===== config.mk =====
export PLATFORM = sky130hd
export DESIGN_NAME = mesh_neighbor_exchange_order_flat
export DESIGN_NICKNAME = d
export VERILOG_FILES = /design/src/mne_pkg.sv /design/src/mne_node_if.sv /design/src/mne_partner_if.sv /design/src/mesh_neighbor_exchange_order.sv /design/src/mne_front.sv /design/src/mne_fifo.sv /design/src/mne_back.sv /design/src/flat_wrapper.sv
export VERILOG_INCLUDE_DIRS = /design/src /design/src/src
export SDC_FILE = /design/constraint.sdc
export NUM_CORES = 1
export LEC_CHECK = 0
export BUFFER_PORTS_ARGS = -buffer_cell sky130_fd_sc_hd__buf_2
export CAP_MARGIN = 25
export CORE_MARGIN = 2
export CORE_UTILIZATION = 55
export CTS_CLUSTER_SIZE = 16
export DETAILED_ROUTE_END_ITERATION = 6
export PLACE_DENSITY = 0.76
export SETUP_SLACK_MARGIN = 0.3
export SLEW_MARGIN = 20
export SYNTH_ARGS = -nofsm -noshare
export SYNTH_HDL_FRONTEND = slang
export SYNTH_HIERARCHICAL = 1
export SYNTH_SLANG_ARGS = --single-unit

===== constraint.sdc =====
create_clock -name clk -period 6.2 [get_ports clk]
set_clock_uncertainty 0.1 [all_clocks]
set_input_delay 0.62 -clock clk [delete_from_list [all_inputs] [get_ports clk]]
set_output_delay 0.62 -clock clk [all_outputs]
set_load 0.005 [all_outputs]

===== src/mesh_neighbor_exchange_order_defines.svh =====
// Assertion macros shared by the mesh neighbor exchange order RTL.
// Depends on nothing; included by the top level only.
`ifndef MESH_NEIGHBOR_EXCHANGE_ORDER_DEFINES_SVH
`define MESH_NEIGHBOR_EXCHANGE_ORDER_DEFINES_SVH

// Same-cycle implication, disabled while reset is asserted.
`define MNE_ASSERT_NOW(label, clk, rst_n, ante, cons, msg) \
	label: assert property (@(posedge clk) disable iff (!rst_n) (ante) |-> (cons)) \
		else $error(msg);

// Next-cycle implication, disabled while reset is asserted.
`define MNE_ASSERT_NEXT(label, clk, rst_n, ante, cons, msg) \
	label: assert property (@(posedge clk) disable iff (!rst_n) (ante) |=> (cons)) \
		else $error(msg);

`endif


===== src/mne_pkg.sv =====
// Shared constants, codes and types of the mesh neighbor exchange order block.
// Depends on nothing; used by every block file but the assertion macro header.
package mne_pkg;

	localparam int RANK_W      = 12;
	localparam int CFG_W       = 7;
	localparam int AXIS_W      = 2;
	localparam int NUM_AXES    = 4;
	localparam int NUM_SLOTS   = 8;
	localparam int SLOT_W      = $clog2(NUM_SLOTS);
	localparam int QUEUE_DEPTH = 4;
	localparam int PADDR_W     = 3;
	localparam int PDATA_W     = 32;

	// Quotient bits the divider retires per cycle; its last step waits for stage 1.
	localparam int DIV_BITS    = 2;
	localparam int DIV_CYCLES  = RANK_W / DIV_BITS;
	localparam int DIV_CNT_W   = $clog2(DIV_CYCLES);
	localparam logic [DIV_CNT_W-1:0] DIV_CNT_LAST = DIV_CNT_W'(DIV_CYCLES - 1);

	typedef enum logic [AXIS_W-1:0] {
		AXIS_HORIZ = 2'd0,
		AXIS_VERT  = 2'd1,
		AXIS_DIAG  = 2'd2,
		AXIS_ANTI  = 2'd3
	} axis_t;

	typedef enum logic {
		REG_GRID_WIDTH  = 1'b0,
		REG_GRID_HEIGHT = 1'b1
	} reg_idx_t;

	// One classified node: its rank, which of the eight ordered slots hold a
	// partner inside the grid, and the parity key of each axis.
	typedef struct packed {
		logic [RANK_W-1:0]    rank;
		logic [NUM_SLOTS-1:0] mask;
		logic [NUM_AXES-1:0]  keys;
	} entry_t;

	typedef struct packed {
		logic full;
		logic empty;
	} fifo_stat_t;

endpackage


===== src/mne_node_if.sv =====
// Request channel carrying one node rank with a valid/ready handshake.
// Depends on mne_pkg.
interface mne_node_if;
	import mne_pkg::*;

	logic              valid;
	logic              ready;
	logic [RANK_W-1:0] node_rank;

	modport source(output valid, output node_rank, input ready);
	modport sink(input valid, input node_rank, output ready);
endinterface


===== src/mne_partner_if.sv =====
// Result channel carrying one exchange partner with a valid/ready handshake.
// Depends on mne_pkg.
interface mne_partner_if;
	import mne_pkg::*;

	logic              valid;
	logic              ready;
	logic [RANK_W-1:0] partner_rank;
	logic [AXIS_W-1:0] exchange_axis;
	logic              last_partner;

	modport source(output valid, output partner_rank, output exchange_axis,
		output last_partner, input ready);
	modport sink(input valid, input partner_rank, input exchange_axis,
		input last_partner, output ready);
endinterface


===== src/mesh_neighbor_exchange_order.sv =====
// Top level of the mesh neighbor exchange order block: configuration
// registers, front end, queue and back end. Uses mne_pkg, both channel
// interfaces and the assertion macro header.
`include "mesh_neighbor_exchange_order_defines.svh"

// Each request carries the row-major rank of a node in a grid_width by
// grid_height mesh; the block answers with the ranks of the node's up to
// eight neighbors, one result per cycle while the receiver takes them,
// ordered horizontal, vertical, diagonal, anti-diagonal, with the pair on
// each axis swapped when the axis key (column, row, min(row, column) or
// min(row, width-1-column)) is odd. Neighbors outside the grid are skipped,
// a node without any neighbor gives no result at all, and the final result
// of a node has last_partner set. Register values of zero act as one and
// values above MAX_GRID_SIDE act as MAX_GRID_SIDE. The front end takes a
// new request only as its divider finishes the last; the divider splits the
// 12-bit rank into row and column and retires two quotient bits per cycle.
// The back end moves to the next queued node as it emits a node's final
// result. A four-entry queue between the two ends lets the divider keep
// working while results wait on the output. The first result passes through
// the divider, stage 1, the queue and the back end's node and output registers.
// The registers sit on an APB port at byte addresses 0 (grid_width) and 4
// (grid_height) and should only be written while the block is idle.
module mesh_neighbor_exchange_order #(
	parameter int MAX_GRID_SIDE = 64
) (
	input  logic                          clk,
	input  logic                          arst_n,
	mne_node_if.sink                      node,
	mne_partner_if.source                 partner,
	input  logic                          psel,
	input  logic                          penable,
	input  logic                          pwrite,
	input  logic [mne_pkg::PADDR_W-1:0]   paddr,
	input  logic [mne_pkg::PDATA_W-1:0]   pwdata,
	output logic [mne_pkg::PDATA_W-1:0]   prdata,
	output logic                          pready
);
	import mne_pkg::*;

	localparam int SIDE_W = $clog2(MAX_GRID_SIDE) + 1;

	// Raw register contents; the effective sides are clamped copies.
	logic [CFG_W-1:0]  grid_width_q;
	logic [CFG_W-1:0]  grid_height_q;
	logic [SIDE_W-1:0] grid_w, grid_h;

	logic              push, pop, cfg_wr;
	entry_t            push_entry, pop_entry;
	fifo_stat_t        q_stat;

	function automatic logic [SIDE_W-1:0] clamp_side(input logic [CFG_W-1:0] v);
		if (v == '0) begin
			return SIDE_W'(1);
		end
		if (int'(v) > MAX_GRID_SIDE) begin
			return SIDE_W'(MAX_GRID_SIDE);
		end
		return SIDE_W'(v);
	endfunction

	assign grid_w = clamp_side(grid_width_q);
	assign grid_h = clamp_side(grid_height_q);

	// APB: no wait states, register select by the word address bit.
	assign pready = 1'b1;
	assign cfg_wr = psel && penable && pwrite && pready;

	always_comb begin
		unique case (reg_idx_t'(paddr[2]))
			REG_GRID_WIDTH:  prdata = {{(PDATA_W - CFG_W){1'b0}}, grid_width_q};
			REG_GRID_HEIGHT: prdata = {{(PDATA_W - CFG_W){1'b0}}, grid_height_q};
			default:         prdata = '0;
		endcase
	end

	always_ff @(posedge clk or negedge arst_n) begin
		if (!arst_n) begin
			grid_width_q  <= CFG_W'(1);
			grid_height_q <= CFG_W'(1);
		end else if (cfg_wr) begin
			unique case (reg_idx_t'(paddr[2]))
				REG_GRID_WIDTH:  grid_width_q  <= pwdata[CFG_W-1:0];
				REG_GRID_HEIGHT: grid_height_q <= pwdata[CFG_W-1:0];
				default: ;
			endcase
		end
	end

	// The front end divides and classifies; it only writes the queue when
	// the node has at least one partner inside the grid.
	mne_front #(
		.MAX_GRID_SIDE(MAX_GRID_SIDE)
	) u_front (
		.clk       (clk),
		.arst_n    (arst_n),
		.node      (node),
		.grid_w    (grid_w),
		.grid_h    (grid_h),
		.q_full    (q_stat.full),
		.push      (push),
		.push_entry(push_entry)
	);

	mne_fifo u_fifo (
		.clk       (clk),
		.arst_n    (arst_n),
		.push      (push),
		.push_entry(push_entry),
		.pop       (pop),
		.pop_entry (pop_entry),
		.stat      (q_stat)
	);

	// The back end turns each queued slot mask into partner results.
	mne_back #(
		.MAX_GRID_SIDE(MAX_GRID_SIDE)
	) u_back (
		.clk      (clk),
		.arst_n   (arst_n),
		.grid_w   (grid_w),
		.stat     (q_stat),
		.pop_entry(pop_entry),
		.pop      (pop),
		.partner  (partner)
	);

	// The queue is never written when full and never read when empty.
	`MNE_ASSERT_NOW(a_no_overflow, clk, arst_n, push, !q_stat.full, "queue written while full")
	`MNE_ASSERT_NOW(a_no_underflow, clk, arst_n, pop, !q_stat.empty, "queue read while empty")
	// Every queued node has at least one partner to emit.
	`MNE_ASSERT_NOW(a_mask_set, clk, arst_n, push, push_entry.mask != '0, "empty node queued")
	// A write without a read leaves the queue non-empty in the next cycle.
	`MNE_ASSERT_NEXT(a_push_fills, clk, arst_n, push && !pop, !q_stat.empty, "queue lost a request")

endmodule


===== src/mne_front.sv =====
// Front end: accepts node requests, splits the rank into row and column with
// an iterative divider, and classifies the eight neighbor slots. Uses mne_pkg.
module mne_front #(
	parameter int MAX_GRID_SIDE = 64
) (
	input  logic                             clk,
	input  logic                             arst_n,
	mne_node_if.sink                         node,
	input  logic [$clog2(MAX_GRID_SIDE):0]   grid_w,
	input  logic [$clog2(MAX_GRID_SIDE):0]   grid_h,
	input  logic                             q_full,
	output logic                             push,
	output mne_pkg::entry_t                  push_entry
);
	import mne_pkg::*;

	localparam int CW = $clog2(MAX_GRID_SIDE);
	localparam int DW = CW + 1;

	// One restoring division step: returns the new remainder and quotient bit.
	function automatic logic [CW:0] div_step(input logic [CW-1:0] rem,
		input logic dbit, input logic [DW-1:0] div);
		logic [DW-1:0] trial;
		logic          ge;
		logic [CW-1:0] nrem;
		trial = {rem, dbit};
		ge    = (trial >= div);
		nrem  = ge ? CW'(trial - div) : CW'(trial);
		return {nrem, ge};
	endfunction

	logic                 busy_q;
	logic [DIV_CNT_W-1:0] cnt_q;
	logic [CW-1:0]        rem_q;
	logic [RANK_W-1:0]    quo_q;
	logic [RANK_W-1:0]    rank_q;

	logic                 valid_s1;
	logic [CW-1:0]        col_s1;
	logic [RANK_W-1:0]    row_s1;
	logic [RANK_W-1:0]    rank_s1;

	logic [CW:0]          step1, step2;
	logic [CW-1:0]        rem1, rem2;
	logic [RANK_W-1:0]    quo1, quo2;
	logic                 accept, fin, s1_free, s1_drain;

	logic                 c_hi, c_lo, r_in, r_up, r_dn;
	logic [DW-1:0]        w_m1c;
	logic [RANK_W:0]      row_x, h_x;
	logic [NUM_AXES-1:0]  keys, plus_ok, minus_ok;
	logic [NUM_SLOTS-1:0] mask;

	always_comb begin
		step1 = div_step(rem_q, quo_q[RANK_W-1], grid_w);
		rem1  = step1[CW:1];
		quo1  = {quo_q[RANK_W-2:0], step1[0]};
		step2 = div_step(rem1, quo1[RANK_W-1], grid_w);
		rem2  = step2[CW:1];
		quo2  = {quo1[RANK_W-2:0], step2[0]};
	end

	// Classification of the row/column held in stage 1.
	always_comb begin
		row_x = {1'b0, row_s1};
		h_x   = {{(RANK_W + 1 - DW){1'b0}}, grid_h};
		c_hi  = ({1'b0, col_s1} + DW'(1)) < grid_w;
		c_lo  = (col_s1 != '0);
		r_in  = row_x < h_x;
		r_up  = (row_x + (RANK_W + 1)'(1)) < h_x;
		r_dn  = (row_s1 != '0) && (row_x <= h_x);
		w_m1c = grid_w - DW'(1) - {1'b0, col_s1};

		keys[AXIS_HORIZ] = col_s1[0];
		keys[AXIS_VERT]  = row_s1[0];
		keys[AXIS_DIAG]  = (row_s1 < {{(RANK_W - CW){1'b0}}, col_s1}) ?
			row_s1[0] : col_s1[0];
		keys[AXIS_ANTI]  = (row_s1 < {{(RANK_W - DW){1'b0}}, w_m1c}) ?
			row_s1[0] : w_m1c[0];

		plus_ok[AXIS_HORIZ]  = c_hi & r_in;
		minus_ok[AXIS_HORIZ] = c_lo & r_in;
		plus_ok[AXIS_VERT]   = r_up;
		minus_ok[AXIS_VERT]  = r_dn;
		plus_ok[AXIS_DIAG]   = c_hi & r_up;
		minus_ok[AXIS_DIAG]  = c_lo & r_dn;
		plus_ok[AXIS_ANTI]   = c_lo & r_up;
		minus_ok[AXIS_ANTI]  = c_hi & r_dn;

		for (int a = 0; a < NUM_AXES; a++) begin
			mask[2*a]     = keys[a] ? minus_ok[a] : plus_ok[a];
			mask[2*a + 1] = keys[a] ? plus_ok[a] : minus_ok[a];
		end
	end

	// A node with no partner in the grid leaves stage 1 without a queue write.
	assign s1_drain   = valid_s1 && ((mask == '0) || !q_full);
	assign s1_free    = !valid_s1 || s1_drain;
	assign push       = valid_s1 && (mask != '0) && !q_full;
	assign push_entry = '{rank: rank_s1, mask: mask, keys: keys};

	assign fin        = busy_q && (cnt_q == DIV_CNT_LAST) && s1_free;
	assign node.ready = !busy_q || fin;
	assign accept     = node.valid && node.ready;

	always_ff @(posedge clk or negedge arst_n) begin
		if (!arst_n) begin
			busy_q   <= 1'b0;
			cnt_q    <= '0;
			valid_s1 <= 1'b0;
		end else begin
			if (accept) begin
				busy_q <= 1'b1;
				cnt_q  <= '0;
			end else if (fin) begin
				busy_q <= 1'b0;
			end else if (busy_q && (cnt_q != DIV_CNT_LAST)) begin
				cnt_q <= cnt_q + 1'b1;
			end
			if (fin) begin
				valid_s1 <= 1'b1;
			end else if (s1_drain) begin
				valid_s1 <= 1'b0;
			end
		end
	end

	always_ff @(posedge clk) begin
		if (accept) begin
			rem_q  <= '0;
			quo_q  <= node.node_rank;
			rank_q <= node.node_rank;
		end else if (busy_q && ((cnt_q != DIV_CNT_LAST) || fin)) begin
			rem_q <= rem2;
			quo_q <= quo2;
		end
		if (fin) begin
			col_s1  <= rem2;
			row_s1  <= quo2;
			rank_s1 <= rank_q;
		end
	end

endmodule


===== src/mne_fifo.sv =====
// Short queue of classified nodes between the front end and the back end.
// Uses mne_pkg for the entry type, the depth and the status struct.
module mne_fifo (
	input  logic                 clk,
	input  logic                 arst_n,
	input  logic                 push,
	input  mne_pkg::entry_t      push_entry,
	input  logic                 pop,
	output mne_pkg::entry_t      pop_entry,
	output mne_pkg::fifo_stat_t  stat
);
	import mne_pkg::*;

	localparam int PTR_W = $clog2(QUEUE_DEPTH);
	localparam int CNT_W = $clog2(QUEUE_DEPTH + 1);

	entry_t           entries_q [QUEUE_DEPTH];
	logic [PTR_W-1:0] wr_ptr_q, rd_ptr_q;
	logic [CNT_W-1:0] count_q;

	function automatic logic [PTR_W-1:0] ptr_inc(input logic [PTR_W-1:0] p);
		return (p == PTR_W'(QUEUE_DEPTH - 1)) ? '0 : p + 1'b1;
	endfunction

	assign stat.full  = (count_q == CNT_W'(QUEUE_DEPTH));
	assign stat.empty = (count_q == '0);
	assign pop_entry  = entries_q[rd_ptr_q];

	always_ff @(posedge clk or negedge arst_n) begin
		if (!arst_n) begin
			wr_ptr_q <= '0;
			rd_ptr_q <= '0;
			count_q  <= '0;
		end else begin
			if (push) begin
				wr_ptr_q <= ptr_inc(wr_ptr_q);
			end
			if (pop) begin
				rd_ptr_q <= ptr_inc(rd_ptr_q);
			end
			if (push && !pop) begin
				count_q <= count_q + 1'b1;
			end else if (pop && !push) begin
				count_q <= count_q - 1'b1;
			end
		end
	end

	always_ff @(posedge clk) begin
		if (push) begin
			entries_q[wr_ptr_q] <= push_entry;
		end
	end

endmodule


===== src/mne_back.sv =====
// Back end: walks the slot mask of one queued node and emits one partner per
// cycle while the receiver takes them, via a registered output. Uses mne_pkg.
module mne_back #(
	parameter int MAX_GRID_SIDE = 64
) (
	input  logic                            clk,
	input  logic                            arst_n,
	input  logic [$clog2(MAX_GRID_SIDE):0]  grid_w,
	input  mne_pkg::fifo_stat_t             stat,
	input  mne_pkg::entry_t                 pop_entry,
	output logic                            pop,
	mne_partner_if.source                   partner
);
	import mne_pkg::*;

	localparam int DW = $clog2(MAX_GRID_SIDE) + 1;

	logic                 cur_valid_q;
	logic [RANK_W-1:0]    cur_rank_q;
	logic [NUM_SLOTS-1:0] cur_mask_q;
	logic [NUM_AXES-1:0]  cur_keys_q;

	logic                 out_valid_q;
	logic [RANK_W-1:0]    out_rank_q;
	logic [AXIS_W-1:0]    out_axis_q;
	logic                 out_last_q;

	logic [SLOT_W-1:0]    slot;
	logic [NUM_SLOTS-1:0] mask_next;
	logic [AXIS_W-1:0]    axis;
	logic                 neg, last, emit, take;
	logic [RANK_W-1:0]    w_x, offset, partner_calc;

	// Lowest pending slot comes out first.
	always_comb begin
		slot = '0;
		for (int i = NUM_SLOTS - 1; i >= 0; i--) begin
			if (cur_mask_q[i]) begin
				slot = SLOT_W'(i);
			end
		end
	end

	always_comb begin
		mask_next = cur_mask_q & ~(NUM_SLOTS'(1) << slot);
		last      = (mask_next == '0);
		axis      = slot[SLOT_W-1:1];
		neg       = slot[0] ^ cur_keys_q[axis];
		w_x       = {{(RANK_W - DW){1'b0}}, grid_w};
		unique case (axis_t'(axis))
			AXIS_HORIZ: offset = RANK_W'(1);
			AXIS_VERT:  offset = w_x;
			AXIS_DIAG:  offset = w_x + RANK_W'(1);
			AXIS_ANTI:  offset = w_x - RANK_W'(1);
			default:    offset = '0;
		endcase
		partner_calc = neg ? (cur_rank_q - offset) : (cur_rank_q + offset);
	end

	assign emit = cur_valid_q && (!out_valid_q || partner.ready);
	assign take = !cur_valid_q || (emit && last);
	assign pop  = take && !stat.empty;

	assign partner.valid         = out_valid_q;
	assign partner.partner_rank  = out_rank_q;
	assign partner.exchange_axis = out_axis_q;
	assign partner.last_partner  = out_last_q;

	always_ff @(posedge clk or negedge arst_n) begin
		if (!arst_n) begin
			cur_valid_q <= 1'b0;
			out_valid_q <= 1'b0;
		end else begin
			if (pop) begin
				cur_valid_q <= 1'b1;
			end else if (emit && last) begin
				cur_valid_q <= 1'b0;
			end
			if (emit) begin
				out_valid_q <= 1'b1;
			end else if (partner.ready) begin
				out_valid_q <= 1'b0;
			end
		end
	end

	always_ff @(posedge clk) begin
		if (pop) begin
			cur_rank_q <= pop_entry.rank;
			cur_mask_q <= pop_entry.mask;
			cur_keys_q <= pop_entry.keys;
		end else if (emit) begin
			cur_mask_q <= mask_next;
		end
		if (emit) begin
			out_rank_q <= partner_calc;
			out_axis_q <= axis;
			out_last_q <= last;
		end
	end

endmodule


===== src/flat_wrapper.sv =====
// flat-port wrapper written by rule: the top's interface ports become plain ports
module mesh_neighbor_exchange_order_flat import mne_pkg::*;
#(
	parameter int MAX_GRID_SIDE = 64
)
  (clk, arst_n, psel, penable, pwrite, paddr, pwdata, prdata, pready, node_valid, node_node_rank, node_ready, partner_valid, partner_partner_rank, partner_exchange_axis, partner_last_partner, partner_ready);
  mne_node_if node_i ();
  mne_partner_if partner_i ();
  input  logic clk;
  input  logic arst_n;
  input  logic psel;
  input  logic penable;
  input  logic pwrite;
  input  logic [mne_pkg::PADDR_W-1:0] paddr;
  input  logic [mne_pkg::PDATA_W-1:0] pwdata;
  output logic [mne_pkg::PDATA_W-1:0] prdata;
  output logic pready;
  input wire logic [$bits(node_i.valid)-1:0] node_valid;
  input wire logic [$bits(node_i.node_rank)-1:0] node_node_rank;
  output wire logic [$bits(node_i.ready)-1:0] node_ready;
  output wire logic [$bits(partner_i.valid)-1:0] partner_valid;
  output wire logic [$bits(partner_i.partner_rank)-1:0] partner_partner_rank;
  output wire logic [$bits(partner_i.exchange_axis)-1:0] partner_exchange_axis;
  output wire logic [$bits(partner_i.last_partner)-1:0] partner_last_partner;
  input wire logic [$bits(partner_i.ready)-1:0] partner_ready;
  assign node_i.valid = node_valid;
  assign node_i.node_rank = node_node_rank;
  assign node_ready = node_i.ready;
  assign partner_valid = partner_i.valid;
  assign partner_partner_rank = partner_i.partner_rank;
  assign partner_exchange_axis = partner_i.exchange_axis;
  assign partner_last_partner = partner_i.last_partner;
  assign partner_i.ready = partner_ready;
  mesh_neighbor_exchange_order #(.MAX_GRID_SIDE(MAX_GRID_SIDE)) u_core (.clk(clk), .arst_n(arst_n), .node(node_i), .partner(partner_i), .psel(psel), .penable(penable), .pwrite(pwrite), .paddr(paddr), .pwdata(pwdata), .prdata(prdata), .pready(pready));
endmodule

* After elaboration in Yosys (flattened, before gate mapping)
Memory sizes are Yosys's and may differ from the RTL's. Cells that the tools add are included.
Word-level totals: memory bits (writable) 96, bits of input ports 54, bits in read-only memories 0, bits in latches 0, bits in registers 127, memories kept 1, word-level logic and storage cells 179
Memories:
- u_core.u_fifo.entries_q | words 4, width 24, rd ports 1, clocked after memory_dff 0, wr ports 1, RTL line mne_fifo.sv:17 | entry_t entries_q [QUEUE_DEPTH];
Cells by class: order comparisons 11, div/mod/pow operators 0, shifts and indexed selects 1, mux-type cells 60, multipliers 0, bitwise gates (word level) 10, reduce and logical (&&, ||, !) cells 50, eq/ne operators 9, add/sub/neg operators 15
Operators by type and width (number):
- $pmux 32 s2 | 1
- $mux 7 | 8
- $pmux 12 s4 | 1
- $mux 3 | 13
- $mux 12 | 3
- $mux 1 | 27
- $lt 12x7->1 | 2
- $logic_and 1x1->1 | 16
- $logic_not 8->1 | 2
- $mux 8 | 2
- $reduce_bool 2->1 | 8
- $ge 7x7->1 | 2
- $gt 7x7->1 const B | 2
- $logic_not 7->1 | 2
- $add 12x1->13 const B | 1
- $lt 13x7->1 | 1
- $add 12x12->12 | 1
- $le 12x7->1 | 1
- $lt 12x6->1 | 1
- $mux 6 | 2
- $reduce_bool 12->1 | 1
- $sub 12x12->12 | 1
- $sub 6x6->6 | 2
- $add 7x1->8 const B | 1
- other kinds (29) | 55

* Depth between registers and ports, before layout
depth after elaboration 19, mapped depth 23, mapped depth without buffers 22

* By module
The synthesis kept the hierarchy.
Modules (own cells, without submodules):
- mne_front | sequential area each 1866.8 µm², area an instance 4415.5 µm², cells each 397, instances 1
- mne_fifo | sequential area each 3057.9 µm², area an instance 3921.3 µm², cells each 163, instances 1
- mne_back | sequential area each 1221.2 µm², area an instance 2700.1 µm², cells each 256, instances 1
- mesh_neighbor_exchange_order | sequential area each 352.8 µm², area an instance 952.2 µm², cells each 84, instances 1

* Worst setup path before layout
Ideal clock, no wire load.
path kind reg-to-reg, start reg u_core.grid_width_q[5], end reg u_core.u_back.out_rank_q[11] (netlist: u_core/u_back/partner.partner_rank[11]) (data pin), setup slack 1.134 ns, period minus slack after synthesis 5.066 ns, arrival 4.704 ns, cell stages (with the launch flop) 20, data required time 5.839 ns, cell sequence dfrtp_1 or3_1 o41ai_1 clkbuf_1 inv_1 ha_1 inv_1 o41ai_4 mux2i_1 or4b_4 or4b_4 a21oi_1 ha_1 nor2b_1 a41o_1 o21ai_0 nand2b_1 a21oi_1 xnor2_1 xnor2_1
Between the ends: word-level cells in the longest chain between the ends 9, elaborated cells on any way between the ends 14, those cells by class add/sub: 4; order compare: 1; mux: 8; reduce/logical: 1
RTL lines:
- from (decl) | RTL line mesh_neighbor_exchange_order.sv:43 | logic [CFG_W-1:0] grid_width_q;
- from (signal assigned) | RTL line mesh_neighbor_exchange_order.sv:82 | REG_GRID_WIDTH: grid_width_q <= pwdata[CFG_W-1:0];
- $gt 7x7->1 | RTL line mesh_neighbor_exchange_order.sv:55 | if (int'(v) > MAX_GRID_SIDE) begin
- $mux 1 (2 in a row) | RTL line mesh_neighbor_exchange_order.sv:55
- $mux 7 | RTL line mesh_neighbor_exchange_order.sv:58 | return SIDE_W'(v);
- $mux 7 * | RTL line mesh_neighbor_exchange_order.sv:55
- named net u_core.grid_w[0] | RTL line mesh_neighbor_exchange_order.sv:45 | logic [SIDE_W-1:0] grid_w, grid_h;
- $sub 7x1->8 / $add 7x1->8 (equally long branches) | RTL line mne_back.sv:54, mne_back.sv:53
- $pmux 12 s4 * | RTL line mne_back.sv:50 | unique case (axis_t'(axis))
- $add 12x12->12 / $sub 12x12->12 (equally long branches) | RTL line mne_back.sv:57 | partner_calc = neg ? (cur_rank_q - offset) : (cur_rank_q + offset);
- $mux 12 * | RTL line mne_back.sv:57
- named net u_core.u_back.partner_calc[11] | RTL line mne_back.sv:32 | logic [RANK_W-1:0] w_x, offset, partner_calc;
- to (signal assigned) | RTL line mne_back.sv:96 | out_rank_q <= partner_calc;
- to (decl) | RTL line mne_back.sv:24 | logic [RANK_W-1:0] out_rank_q;
Mark *: on every way through the listed nets, which the timed path passes. The rest lies on a longest branch. The select of a mux whose other input is x is not followed. A chain may end at the register's enable or synchronous reset.

* Worst setup path after layout
start reg u_core.grid_width_q[5], end reg u_core.u_front.col_s1[3] (data pin)
Between the ends: word-level cells in the longest chain between the ends 9, elaborated cells on any way between the ends 14, those cells by class add/sub: 2; order compare: 3; mux: 8; reduce/logical: 1
RTL lines:
- $gt 7x7->1 | RTL line mesh_neighbor_exchange_order.sv:55
- $mux 1 (2 in a row) | RTL line mesh_neighbor_exchange_order.sv:55
- $mux 7 | RTL line mesh_neighbor_exchange_order.sv:58
- $mux 7 * | RTL line mesh_neighbor_exchange_order.sv:55
- named net u_core.grid_w[0] | RTL line mesh_neighbor_exchange_order.sv:45
- $sub 6x6->6 / $ge 7x7->1 (equally long branches) | RTL line mne_front.sv:28, mne_front.sv:27
- $mux 6 | RTL line mne_front.sv:28 | nrem = ge ? CW'(trial - div) : CW'(trial);
- $ge 7x7->1 * | RTL line mne_front.sv:27 | ge = (trial >= div);
- named net u_core.u_front.quo2[0] | RTL line mne_front.sv:45 | logic [RANK_W-1:0] quo1, quo2;
- $mux 6 * | RTL line mne_front.sv:28
- named net u_core.u_front.rem2[3] | RTL line mne_front.sv:44 | logic [CW-1:0] rem1, rem2;
- to (signal assigned) | RTL line mne_front.sv:138 | col_s1 <= rem2;
- to (decl) | RTL line mne_front.sv:39 | logic [CW-1:0] col_s1;
Marked as above.

==> run summary <==
status = complete, no violations
Post-Synth Adder-Cell Area = 0.0898
layout cells sized above 1 = 0.195
port bufs = 50
max_cap viols = 0
synthesis-to-layout area growth = 10.3%
RSZ-0062 raised after global routing = false
Seq. cell area = 6500 um2
# fillers = 1658
H-tree levels = 1
vias in the first global route = 6905
Pwr per Cell Area = 480 nW/um2
Fmax = 188 MHz
total setup buffers inserted after CTS = 0
Worst Hold Class = in2async
total length of routed wires = 22.6 mm
CTS tree = done
Slew @ Worst Pin = 1.11 ns
endpoint class of the critical path = flop
ANT nets after route = 0
Post-Syn Area = 12000 um2
Initial Utilization = 0.555
gr ovfl total = 0
core area = 21600 um2
Std-Cell Rows = 54
Mapped Avg Cell Area = 13.3 um2
nets = 1104
final hold viol count = 0
CTS root buf = clkbuf_16
static leakage = 5.17 nW
Die Y = 152 um
die width = 152 um
via count = 7184
top_reg_cell synth = edfxtp_1
Max Slew Vio Count = 0
XOR/XNOR Fraction of Synth Area = 0.0314
mux cell area share after synthesis = 0.0991
Clk pin slew, worst setup/hold paths = 0.06 ns
hold_buf cts = 0
largest family of logic cells by synthesized area = multiplexers
Worst Path Arrival = 5.46 ns
startpoint types = flop
Post-synth EDFFs = 189
first-pass GRT wire length = 36.0 mm
CTS Buf Count = 23
sequential area share after synthesis = 0.542
Vias/cell = 5.68
Die ar. = 23000 um2
drt drc = 0
Post-Synthesis Cells = 900
design area = 13200 um2
Final TNS setup = 0 ns
First-pass DRT Iterations = 5
Multi-input gate area = 4980 um2
Worst Path Max Fanout = 9
reg2reg setup slack = 0.89 ns
largest net degree at the start of global routing = 34
placed cell area = 12500 um2
# IOs = 104
#FFs+latches synth = 223
warnings from Yosys = 6
clk sinks = 223
antenna violations before repair = 0
Resized Gates After CTS = 0
Max-slew headroom = 0.256
Routed wire per std cell = 17.9 um
simple-gate share of the synthesized area = 0.0895
gpl congestion = 0.905
WHS = 0.0227 ns
DP HPWL = 16.1 mm
Compound-Gate Fraction of Synth Area = 0.0956
DRT iter0 DRCs = 394
fin crit share = 0.856
fin util = 0.612
fraction of registers with async set/reset = 0.126
crit path time final = 5.31 ns
crit path kind = reg2reg
Worst-Skew Late Latency = 0.52 ns
synth unique cells = 83
Worst Path Required = 6.36 ns
Setup-failing EPs final = 0
Total Routing Usage GR = 0.201
antenna cell count = 0
Peak VDD IR = 0.621 mV
worst-case clock buffer depth = 3
## power breakdown
group | switching (mW) | internal (mW)
sequential | 0.255 | 2.07
combinational | 1.41 | 1.24
clock | 0.561 | 0.811
total | 2.23 | 4.12
## Yosys cell counts, drive strengths merged, types with 7 or more instances
library cell | instances | area, um2
ha | 78 | 976
buf | 42 | 347
xnor2 | 27 | 236
nor2b | 18 | 113
xor2 | 16 | 140
edfxtp | 189 | 5680
and3 | 9 | 56.3
o21bai | 7 | 52.6
dfrtp | 26 | 651
nand3 | 17 | 85.1
a21o | 16 | 120
nand4 | 8 | 56.3
nor3 | 13 | 65.1
mux2i | 7 | 70.1
or2 | 9 | 56.3
nand2 | 25 | 101
nand2b | 10 | 62.6
nor2 | 46 | 188
and2 | 9 | 56.3
clkbuf | 8 | 31.3
mux4 | 25 | 589
inv | 64 | 240
a21oi | 48 | 240
o21a | 8 | 60.1
mux2 | 44 | 529
o21ai | 32 | 171
o211ai | 9 | 67.6
## final timing paths
path                                                          from                               endpoint  depth (start not counted)
min in group clk                                 node_node_rank[3]     u_core/u_front/rank_q[3]$_DFFE_PN_                          1
max in group asynchronous                                   arst_n  u_core/u_fifo/rd_ptr_q[1]$_DFFE_PN0P_                          1
worst max register to register  u_core/grid_width_q[5]$_DFFE_PN0P_     u_core/u_front/col_s1[3]$_DFFE_PP_                         18
worst min-delay path                                        arst_n      u_core/u_front/busy_q$_DFFE_PN0P_                          1
worst min register to register  u_core/u_front/rank_q[9]$_DFFE_PN_    u_core/u_front/rank_s1[9]$_DFFE_PP_                          0
worst max-delay path            u_core/grid_width_q[5]$_DFFE_PN0P_     u_core/u_front/col_s1[3]$_DFFE_PP_                         18
## per-stage QoR
step	power, mW	std cells	setup WS [ns]
final	6.35	1264	0.892
after global routing	6.83	1264	0.492
after CTS	6.38	1263	0.905
after detailed placement	4.98	1221	0.911
after global placement	4.90	1221	0.976
after floorplan	4.40	924	1.13
## layout by cell type, fill, tap and decap left out, types with 7 or more instances in the layout
| cell type | Yosys | routed |
|---|---|---|
| a21o_1 | 16 | 16 |
| a21oi_1 | 48 | 48 |
| and2_1 | 9 | 9 |
| and3_1 | 9 | 9 |
| buf_2 | 5 | 50 |
| buf_4 | 30 | 17 |
| clkbuf_16 | 0 | 24 |
| conb_1 | 2 | 26 |
| dfrtp_1 | 26 | 25 |
| edfxtp_1 | 189 | 189 |
| ha_1 | 78 | 78 |
| inv_1 | 64 | 64 |
| mux2_2 | 35 | 35 |
| mux2_4 | 9 | 9 |
| mux2i_1 | 7 | 7 |
| mux4_1 | 7 | 7 |
| mux4_2 | 18 | 18 |
| nand2_1 | 24 | 24 |
| nand2b_1 | 10 | 10 |
| nand3_1 | 17 | 17 |
| nand4_1 | 7 | 7 |
| nor2_1 | 44 | 44 |
| nor2b_1 | 18 | 18 |
| nor3_1 | 13 | 12 |
| o211ai_1 | 9 | 9 |
| o21a_1 | 8 | 8 |
| o21ai_0 | 26 | 26 |
| o21bai_1 | 7 | 7 |
| xnor2_1 | 27 | 27 |
| xor2_1 | 16 | 16 |
## sequential cells by signal (all words and copies together) (netlist names), 3 cells and up
register                            count
u_core/u_back/partner.partner_rank     12
u_core/u_front/rank_q                  12
u_core/u_back/cur_keys_q                4
u_core/u_back/cur_rank_q               12
u_core/grid_width_q                     7
u_core/u_front/rank_s1                 12
u_core/u_front/row_s1                  12
u_core/u_front/quo_q                   12
u_core/u_front/rem_q                    6
u_core/u_fifo/entries_q                96
u_core/u_fifo/count_q                   3
u_core/grid_height_q                    7
u_core/u_front/cnt_q                    3
u_core/u_front/col_s1                   6
u_core/u_back/cur_mask_q                8
## per-layer routing
layer | share of wire | GRT usage
met1 | 0.45 | 0.275
met2 | 0.49 | 0.337
met3 | 0.040 | 0.0269
met4 | 0.022 | 0.0630
met5 | 0 | 0
## worst max-delay path, stage by stage (launching register included)
cell and delay, ns:
dfrtp_1 0.40, or3_1 0.40, o41ai_2 0.51, ha_1 0.27, nand2b_1 0.13, a21oi_1 0.10, o31a_1 0.28, o31a_1 0.45
a22oi_1 0.36, inv_1 0.08, ha_1 0.29, nor2b_1 0.15, o31a_1 0.28, o221ai_1 0.18, a21o_1 0.27, clkinv_1 0.30
nand2_1 0.12, a21boi_0 0.28, inv_1 0.09
## cell type report
cell class / count / share of cell area
Inverter: 65 / 0.0185
Multi-Input combinational cell: 586 / 0.377
Sequential cell: 223 / 0.492
Timing Repair Buffer: 68 / 0.0291
Tap cell: 280 / 0.0265
Clock buffer: 30 / 0.0479
Clock inverter: 12 / 0.00975
## kinds of logic (layout without fill, tap and decap cells)
logic type	after synthesis	count (layout)
XOR/XNOR	43	43
AND/OR/NAND/NOR	191	191
multiplexers	76	76
buffers and inverters	115	175
adder cells (fa/ha/maj)	83	83
flip-flops	223	223
other	2	26
AO/OA/AOI/OAI	167	167
(Power assumes the default switching activity.)
